[src/l1u8_pkg.sv]
// Shared types and constants of the Latin-1 / UTF-8 byte transcoder.
// Used by the front end, the op queue, the back end and the top level.
`default_nettype none

package l1u8_pkg;

  // Payload of one input word and of one result word.
  typedef struct packed {
    logic [7:0] in_byte;
    logic       end_of_string;
  } in_item_t;

  typedef struct packed {
    logic [7:0] out_byte;
    logic       run_last;
  } out_item_t;

  // Configuration register map.
  localparam int unsigned NUM_REGS  = 2;
  localparam int unsigned PADDR_W   = 3;
  localparam int unsigned PDATA_W   = 32;
  localparam logic [PADDR_W-1:0] ADDR_DIRECTION = 3'd0;
  localparam logic [PADDR_W-1:0] ADDR_CODEPAGE  = 3'd4;

  typedef enum logic {
    DIR_ENCODE = 1'b0,
    DIR_DECODE = 1'b1
  } dir_e;

  localparam logic [1:0] CP_PASSTHROUGH = 2'd0;
  localparam logic [1:0] CP_LATIN1      = 2'd1;
  localparam logic [1:0] CP_RESET       = CP_LATIN1;

  typedef struct packed {
    dir_e       direction;
    logic [1:0] codepage_class;
  } cfg_t;

  // Byte constants of the conversion.
  localparam logic [7:0] UTF8_LEAD2 = 8'hC0;
  localparam logic [7:0] UTF8_CONT  = 8'h80;
  localparam logic [7:0] QMARK      = 8'h3F;

  // What the back end must emit for one input word.
  typedef enum logic [1:0] {
    OP_NONE = 2'd0,
    OP_ONE  = 2'd1,
    OP_TWO  = 2'd2
  } op_kind_e;

  typedef struct packed {
    op_kind_e   kind;
    logic [7:0] byte_a;
    logic [7:0] byte_b;
  } op_t;

  localparam int unsigned QDEPTH = 2;
  localparam int unsigned QPTR_W = $clog2(QDEPTH);
  localparam int unsigned QCNT_W = $clog2(QDEPTH + 1);

endpackage

`default_nettype wire

[src/latin1_utf8_byte_transcoder_core.sv]
// Latin-1 / UTF-8 byte transcoder, top level with the configuration registers.
// Instantiates l1u8_front, l1u8_queue and l1u8_back; depends on l1u8_pkg.
`default_nettype none

// Takes one byte per cycle while the op queue is not full, and gives one result
// word per cycle while pop is asserted. A byte that encodes to a two-byte UTF-8
// sequence holds the output register for both of its result words, and the back
// end reads no new op while the second one is pending; a two-entry op queue
// absorbs short bursts of them. Held lead bytes and swallowed continuation bytes
// produce no result and never enter the op queue. The first result word of a
// byte is registered in the op queue and then in the output register. Configuration
// is written through the APB port: direction at address 0, codepage class at 4.
module latin1_utf8_byte_transcoder_core import l1u8_pkg::*; (
  input  wire logic               clk_i,
  input  wire logic               rst_ni,
  input  wire logic               psel,
  input  wire logic               penable,
  input  wire logic               pwrite,
  input  wire logic [PADDR_W-1:0] paddr,
  input  wire logic [PDATA_W-1:0] pwdata,
  output logic      [PDATA_W-1:0] prdata,
  output logic                    pready,
  input  wire logic               push,
  output logic                    full,
  input  wire in_item_t           in_item_i,
  input  wire logic               pop,
  output logic                    empty,
  output out_item_t               out_item_o
);

  cfg_t       cfg_q;
  logic       cfg_wr;
  logic       q_wr;
  op_t        q_wr_op;
  logic       q_full;
  logic       q_rd;
  logic       q_empty;
  op_t        q_rd_op;

  assign pready = 1'b1;
  assign cfg_wr = psel && penable && pwrite && pready;

  // Registers decode on the word address only.
  always_ff @(posedge clk_i or negedge rst_ni) begin
    if (!rst_ni) begin
      cfg_q.direction      <= DIR_ENCODE;
      cfg_q.codepage_class <= CP_RESET;
    end else if (cfg_wr) begin
      if (paddr[2] == ADDR_CODEPAGE[2]) begin
        cfg_q.codepage_class <= pwdata[1:0];
      end else begin
        cfg_q.direction <= dir_e'(pwdata[0]);
      end
    end
  end

  always_comb begin
    prdata = '0;
    if (paddr[2] == ADDR_CODEPAGE[2]) begin
      prdata[1:0] = cfg_q.codepage_class;
    end else begin
      prdata[0] = cfg_q.direction;
    end
  end

  assign full = q_full;

  l1u8_front u_front (
    .clk_i    (clk_i),
    .rst_ni   (rst_ni),
    .cfg_i    (cfg_q),
    .push_i   (push),
    .item_i   (in_item_i),
    .q_full_i (q_full),
    .q_wr_o   (q_wr),
    .q_op_o   (q_wr_op)
  );

  l1u8_queue u_queue (
    .clk_i   (clk_i),
    .rst_ni  (rst_ni),
    .wr_i    (q_wr),
    .wr_op_i (q_wr_op),
    .full_o  (q_full),
    .rd_i    (q_rd),
    .empty_o (q_empty),
    .rd_op_o (q_rd_op)
  );

  l1u8_back u_back (
    .clk_i     (clk_i),
    .rst_ni    (rst_ni),
    .q_empty_i (q_empty),
    .q_op_i    (q_rd_op),
    .q_rd_o    (q_rd),
    .pop_i     (pop),
    .empty_o   (empty),
    .item_o    (out_item_o)
  );

endmodule

`default_nettype wire

[src/l1u8_front.sv]
// Front end: accepts input words, tracks the decode state and turns each word
// into an op for the back end. Depends on l1u8_pkg.
`default_nettype none

module l1u8_front import l1u8_pkg::*; (
  input  wire logic     clk_i,
  input  wire logic     rst_ni,
  input  wire cfg_t     cfg_i,
  input  wire logic     push_i,
  input  wire in_item_t item_i,
  input  wire logic     q_full_i,
  output logic          q_wr_o,
  output op_t           q_op_o
);

  logic [1:0] held_q, held_d;
  logic       lead_q, lead_d;
  logic       skip_q, skip_d;
  logic       accept;
  logic [7:0] b;
  logic       high;
  op_t        op;

  assign accept = push_i && !q_full_i;
  assign b      = item_i.in_byte;
  assign high   = b[7] && (cfg_i.codepage_class != CP_PASSTHROUGH);

  always_comb begin
    op.kind   = OP_NONE;
    op.byte_a = b;
    op.byte_b = UTF8_CONT | {2'b00, b[5:0]};
    held_d    = held_q;
    lead_d    = lead_q;
    skip_d    = skip_q;
    if (cfg_i.direction == DIR_ENCODE) begin
      held_d = 2'b00;
      lead_d = 1'b0;
      skip_d = 1'b0;
      if (high) begin
        op.kind   = OP_TWO;
        op.byte_a = UTF8_LEAD2 | {6'b000000, b[7:6]};
      end else begin
        op.kind = OP_ONE;
      end
    end else if (lead_q) begin
      op.kind   = OP_ONE;
      op.byte_a = {held_q, b[5:0]};
      lead_d    = 1'b0;
      held_d    = 2'b00;
    end else if (skip_q && (b[7:6] == 2'b10)) begin
      op.kind = OP_NONE;
    end else begin
      skip_d = 1'b0;
      if (!high) begin
        op.kind = OP_ONE;
      end else if ((b[7:5] == 3'b110) && !item_i.end_of_string &&
                   (cfg_i.codepage_class == CP_LATIN1)) begin
        // A two-byte lead is held until the next word completes it.
        held_d = b[1:0];
        lead_d = 1'b1;
      end else begin
        op.kind   = OP_ONE;
        op.byte_a = QMARK;
        skip_d    = 1'b1;
      end
    end
    if (item_i.end_of_string) begin
      held_d = 2'b00;
      lead_d = 1'b0;
      skip_d = 1'b0;
    end
  end

  always_ff @(posedge clk_i or negedge rst_ni) begin
    if (!rst_ni) begin
      held_q <= 2'b00;
      lead_q <= 1'b0;
      skip_q <= 1'b0;
    end else if (accept) begin
      held_q <= held_d;
      lead_q <= lead_d;
      skip_q <= skip_d;
    end
  end

  // Words that produce nothing never enter the queue.
  assign q_wr_o = accept && (op.kind != OP_NONE);
  assign q_op_o = op;

endmodule

`default_nettype wire

[src/l1u8_queue.sv]
// Short op queue that decouples the front end from the back end.
// Register-based ring with a fall-through head. Depends on l1u8_pkg.
`default_nettype none

module l1u8_queue import l1u8_pkg::*; (
  input  wire logic clk_i,
  input  wire logic rst_ni,
  input  wire logic wr_i,
  input  wire op_t  wr_op_i,
  output logic      full_o,
  input  wire logic rd_i,
  output logic      empty_o,
  output op_t       rd_op_o
);

  op_t              slot_q [QDEPTH];
  logic [QPTR_W-1:0] wptr_q, wptr_d;
  logic [QPTR_W-1:0] rptr_q, rptr_d;
  logic [QCNT_W-1:0] cnt_q, cnt_d;

  assign full_o  = (cnt_q == QCNT_W'(QDEPTH));
  assign empty_o = (cnt_q == '0);
  assign rd_op_o = slot_q[rptr_q];

  always_comb begin
    wptr_d = wptr_q;
    rptr_d = rptr_q;
    cnt_d  = cnt_q;
    if (wr_i) begin
      wptr_d = (wptr_q == QPTR_W'(QDEPTH - 1)) ? '0 : wptr_q + QPTR_W'(1);
    end
    if (rd_i) begin
      rptr_d = (rptr_q == QPTR_W'(QDEPTH - 1)) ? '0 : rptr_q + QPTR_W'(1);
    end
    case ({wr_i, rd_i})
      2'b10:   cnt_d = cnt_q + QCNT_W'(1);
      2'b01:   cnt_d = cnt_q - QCNT_W'(1);
      default: cnt_d = cnt_q;
    endcase
  end

  always_ff @(posedge clk_i or negedge rst_ni) begin
    if (!rst_ni) begin
      wptr_q <= '0;
      rptr_q <= '0;
      cnt_q  <= '0;
    end else begin
      wptr_q <= wptr_d;
      rptr_q <= rptr_d;
      cnt_q  <= cnt_d;
    end
  end

  always_ff @(posedge clk_i) begin
    if (wr_i) begin
      slot_q[wptr_q] <= wr_op_i;
    end
  end

  a_no_overflow: assert property (@(posedge clk_i) disable iff (!rst_ni)
    wr_i |-> !full_o)
    else $error("op queue written while full");

  a_no_underflow: assert property (@(posedge clk_i) disable iff (!rst_ni)
    rd_i |-> !empty_o)
    else $error("op queue read while empty");

  a_cnt_bound: assert property (@(posedge clk_i) disable iff (!rst_ni)
    cnt_q <= QCNT_W'(QDEPTH))
    else $error("op queue count out of range");

  a_no_empty_op: assert property (@(posedge clk_i) disable iff (!rst_ni)
    wr_i |-> (wr_op_i.kind != OP_NONE))
    else $error("op that emits nothing entered the queue");

endmodule

`default_nettype wire

[src/l1u8_back.sv]
// Back end: expands queued ops into one or two result words and holds the
// oldest result in an output register. Depends on l1u8_pkg.
`default_nettype none

module l1u8_back import l1u8_pkg::*; (
  input  wire logic clk_i,
  input  wire logic rst_ni,
  input  wire logic q_empty_i,
  input  wire op_t  q_op_i,
  output logic      q_rd_o,
  input  wire logic pop_i,
  output logic      empty_o,
  output out_item_t item_o
);

  logic       out_valid_q;
  out_item_t  out_q;
  logic       pend_q;
  logic [7:0] pend_byte_q;
  logic       out_free;

  // The register can take a new word when it is empty or being drained.
  assign out_free = !out_valid_q || pop_i;
  assign q_rd_o   = out_free && !pend_q && !q_empty_i;
  assign empty_o  = !out_valid_q;
  assign item_o   = out_q;

  always_ff @(posedge clk_i or negedge rst_ni) begin
    if (!rst_ni) begin
      out_valid_q <= 1'b0;
      pend_q      <= 1'b0;
    end else if (out_free) begin
      if (pend_q) begin
        out_valid_q <= 1'b1;
        pend_q      <= 1'b0;
      end else if (!q_empty_i) begin
        out_valid_q <= 1'b1;
        pend_q      <= (q_op_i.kind == OP_TWO);
      end else begin
        out_valid_q <= 1'b0;
      end
    end
  end

  always_ff @(posedge clk_i) begin
    if (out_free) begin
      if (pend_q) begin
        out_q.out_byte <= pend_byte_q;
        out_q.run_last <= 1'b1;
      end else if (!q_empty_i) begin
        out_q.out_byte <= q_op_i.byte_a;
        out_q.run_last <= (q_op_i.kind != OP_TWO);
        pend_byte_q    <= q_op_i.byte_b;
      end
    end
  end

  a_pend_has_lead: assert property (@(posedge clk_i) disable iff (!rst_ni)
    pend_q |-> (out_valid_q && !out_q.run_last))
    else $error("second byte pending without its lead on the output");

endmodule

`default_nettype wire
[config.mk]
export PLATFORM = sky130hd
export DESIGN_NAME = latin1_utf8_byte_transcoder_core
export DESIGN_NICKNAME = d
export VERILOG_FILES = /design/src/l1u8_pkg.sv /design/src/latin1_utf8_byte_transcoder_core.sv /design/src/l1u8_front.sv /design/src/l1u8_queue.sv /design/src/l1u8_back.sv
export SDC_FILE = /design/constraint.sdc
export NUM_CORES = 1
export LEC_CHECK = 0
export BUFFER_PORTS_ARGS = -buffer_cell sky130_fd_sc_hd__buf_2
export CORE_MARGIN = 5
export CORE_UTILIZATION = 45
export CTS_BUF_LIST = sky130_fd_sc_hd__clkbuf_16
export DETAILED_ROUTE_END_ITERATION = 7
export GPL_TIMING_DRIVEN = 0
export PLACE_DENSITY = 0.83
export SLEW_MARGIN = 20
export SYNTH_ARGS = -nofsm -noshare
export SYNTH_HDL_FRONTEND = slang
export SYNTH_SLANG_ARGS = --single-unit
[constraint.sdc]
create_clock -name clk_i -period 2.28 [get_ports clk_i]
set_input_delay 0.114 -clock clk_i [delete_from_list [all_inputs] [get_ports clk_i]]
set_output_delay 0.114 -clock clk_i [all_outputs]
set_load 0.005 [all_outputs]
==> impl_metrics.csv <==
group,metric,value,unit
placement,gp_congestion,0.803,
timing,fin_crit_sh,0.875,
die,pin_count,95,
setup_path,crit_path_max_fanout,6,
synthesis,yosysSeqAreaShare,0.641,
setup_path,reg2regPathDepth,3,
timing,finClkSkew,5.42,ps
setup_path,r2r_start,"cfg_q[1]",
die,rows,28,
power,seqPwrFrac,0.459,
synthesis,synth_edf_count,47,
clocking,clock_tree.buffer_depth,2,
timing,min_period,1990,ps
timing,finalMaxSlewViolations,0,
min_path,holdPathStages,1,
layout,antenna_cells,0,
layout,final_core_util,0.572,
timing,fmax,501,MHz
power,peakVddDrop,0.000577,V
setup_path,required,2330,ps
clocking,cts_sinks,60,
placement,io_buffers,31,
timing,max_slew_margin,0.475,
synthesis,synthCells,204,
drt,wl_per_cell,12.9,microns
power,sw_frac_of_total,0.280,
global_route,grt_pass1_wl,7.30,mm
min_path,hold_start,"in_item_i[1]",
global_route,grtUsageTotal,0.128,
power,p_comb_frac,0.252,
power,p_sw,0.00108,W
setup_path,startpoint_type,"flop",
flow_run,drv_cap,0,
synthesis,synth.distinct_cells,40,
placement,placed_area,3070,sq um
die,die_y,87.6,microns
timing,setup_viol,0,
clocking,worstSkewPairLatency,320,ps
die,core-area,5890,sq um
placement,dp_slack,76.8,ps
drt,via_per_inst,4.65,
setup_path,crit_arrival,2050,ps
min_path,hold_end,"u_queue.slot_q[1][0]",
synthesis,synthArstFlopShare,0.217,
timing,hold_ws,18.5,ps
clocking,cts-buffers-inserted,9,
global_route,antenna_found_initial,0,
setup_path,worstSetupEndpointType,"flop",
power,leakagePower,1.48,nW
layout,design_area,3370,sq um
synthesis,synth_ff_type,"edfxtp_1",
layout,area_delta_synth_final,24.3,%
layout,fin_nets,331,
clocking,cts_htree_levels,3,
setup_path,reg2reg_to,"u_queue.slot_q[0][7]",
timing,grt_setup_unrepaired,"false",
min_path,hold_class,"primary input to flop",
power,clockPowerShare,0.289,
drt,drc,0,
setup_path,rrSetupSlack,290,ps
status,status,"finished, final reports clean",
synthesis,syn_avg_cell_area,13.3,sq um
synthesis,synth_area,2710,sq um
power,intPower,0.00276,W
drt,drt_wl_total,4.62,mm
global_route,grt_overflow_total,0,
power,p_total,0.00384,W
placement,dp_hpwl,3.32,mm
synthesis,synth_seq_cells,60,
drt,via_count,1671,
drt,first_pass_iters,5,
clocking,cts_setup_buffers,0,
clocking,cts-root-buf,"clkbuf_16",
setup_path,crit_type,"flop to flop",
global_route,grt_pass1_vias,1615,
die,start_util,0.461,
synthesis,synth-warning-count,0,
drt,dr.first_iter.drc_count,117,
layout,drive_above_1_share,0.313,
timing,hold_violations,0,
timing,worst_slack,285,ps
die,die-area,7680,sq um
drt,antenna_left,0,
clocking,cts.clk_slew.worst_paths,50,ps
clocking,cts_tree,"built",
power,power_density,1140,nW/um^2
timing,worst_pin_slew,782,ps
global_route,grt_max_degree,17,
die,die_w,87.6,microns
[power groups by stage]
stage	registers [W]	clock network, W	logic (W)
floorplan	0.00176	0	0.000665
finish	0.00176	0.00111	0.000968
global route	0.00180	0.00118	0.00108
CTS	0.00176	0.00112	0.000970
global placement	0.00176	0	0.000935
detailed placement	0.00178	0	0.000955
[cells in the final DEF, fill, tap and decap left out, types with 2 or more instances in the layout]
master | synthesis | layout
a21o_1 | 4 | 4
a21oi_1 | 3 | 3
a22o_1 | 4 | 4
a32o_1 | 2 | 2
and2_1 | 3 | 2
buf_2 | 2 | 33
buf_4 | 31 | 31
clkbuf_1 | 2 | 2
clkbuf_16 | 0 | 9
clkinv_1 | 0 | 2
conb_1 | 2 | 31
dfrtp_1 | 12 | 12
dlygate4sd3_1 | 0 | 4
edfxtp_1 | 47 | 47
inv_1 | 6 | 11
mux2_2 | 10 | 10
mux2i_1 | 7 | 7
nand2_1 | 11 | 11
nand2b_1 | 4 | 4
nand3b_1 | 2 | 2
nor2_1 | 11 | 11
nor2b_1 | 4 | 3
nor3_1 | 4 | 4
o21ai_0 | 11 | 11
xnor2_1 | 2 | 2
xor2_1 | 3 | 3
[registers in the layout, indices dropped and copies added, names as in the netlist]
register            cells
u_queue.slot_q         32
u_back.item_o           9
u_back.pend_byte_q      6
cfg_q                   3
u_front.held_q          2
u_queue.cnt_q           2
u_back.out_valid_q      1
u_back.pend_q           1
u_front.lead_q          1
u_front.skip_q          1
u_queue.rptr_q          1
u_queue.wptr_q          1
[critical path, stage by stage, from the launching register on]
cell     delay (ps)
dfrtp_1         420
o21ai_0         620
inv_1           250
or3_1           430
[metrics by stage]
| step | setup TNS [ps] | std cells |
|---|---|---|
| after floorplan | 0 | 233 |
| after global placement | -5160 | 339 |
| after detailed placement | 0 | 339 |
| after CTS | 0 | 359 |
| after global routing | 0 | 359 |
| final | 0 | 359 |
[per-layer routing]
metal,share of wire,up-vias,GRT usage
li1,-,822,-
met5,0,-,0
met4,0.016,0,0.0697
met2,0.48,78,0.209
met1,0.40,762,0.147
met3,0.10,9,0.0480
[logic make-up after synthesis]
logic type	share of synthesized area
adder cells (fa/ha/maj)	0.00461
flip-flops	0.641
multiplexers	0.0674
other	0.00277
AND/OR/NAND/NOR	0.0946
AO/OA/AOI/OAI	0.0729
XOR/XNOR	0.0162
buffers and inverters	0.101
[cell type report]
cell class                 count  area [sq um]
tap                           75          93.8
timing repair buffer          35           195
inverter                       6          22.5
buffer                        35           250
clock buffer                   9           225
sequential                    60          1740
clock inverter                 7          26.3
fill                         473          2520
multi-input combinational    132           818
[cells in the mapped netlist, drive strengths merged (3+ instances only)]
cell type  count  area [sq um]
dfrtp         12           300
nor2          11          41.3
nand2         11          41.3
nor3           5          30.0
and2           4          27.5
buf           33           243
nand2b         4          25.0
a21oi          3          15.0
edfxtp        47          1410
nor2b          4          25.0
mux2i          7          70.1
xor2           3          26.3
a21o           4          30.0
mux2          10           113
o21ai         12          60.1
inv            6          22.5
a22o           4          35.0
[how the worst max path moves through the flow]
stage | startpoint | end | slack [ps] | cells past startpoint
6_report | cfg_q[1] | u_queue.slot_q[0][7] | 290 | 3
4_1_cts | u_front.skip_q | u_queue.slot_q[0][4] | 70 | 4
3_5_place_dp | u_front.skip_q | u_queue.slot_q[0][4] | 80 | 4
2_1_floorplan | u_front.skip_q | u_queue.slot_q[0][0] | 110 | 4
3_3_place_gp | u_front.skip_q | u_queue.slot_q[0][4] | -320 | 4
5_1_grt | u_queue.cnt_q[0] | u_queue.slot_q[0][4] | 120 | 4
[timing repair]
item,4_1_cts,5_1_grt
endpoints found under the setup margin,0,32
endpoints found under the hold margin,19,0
hold buffers,4,0
gates resized for setup,0,2
Power figures use the tool's default switching activity.
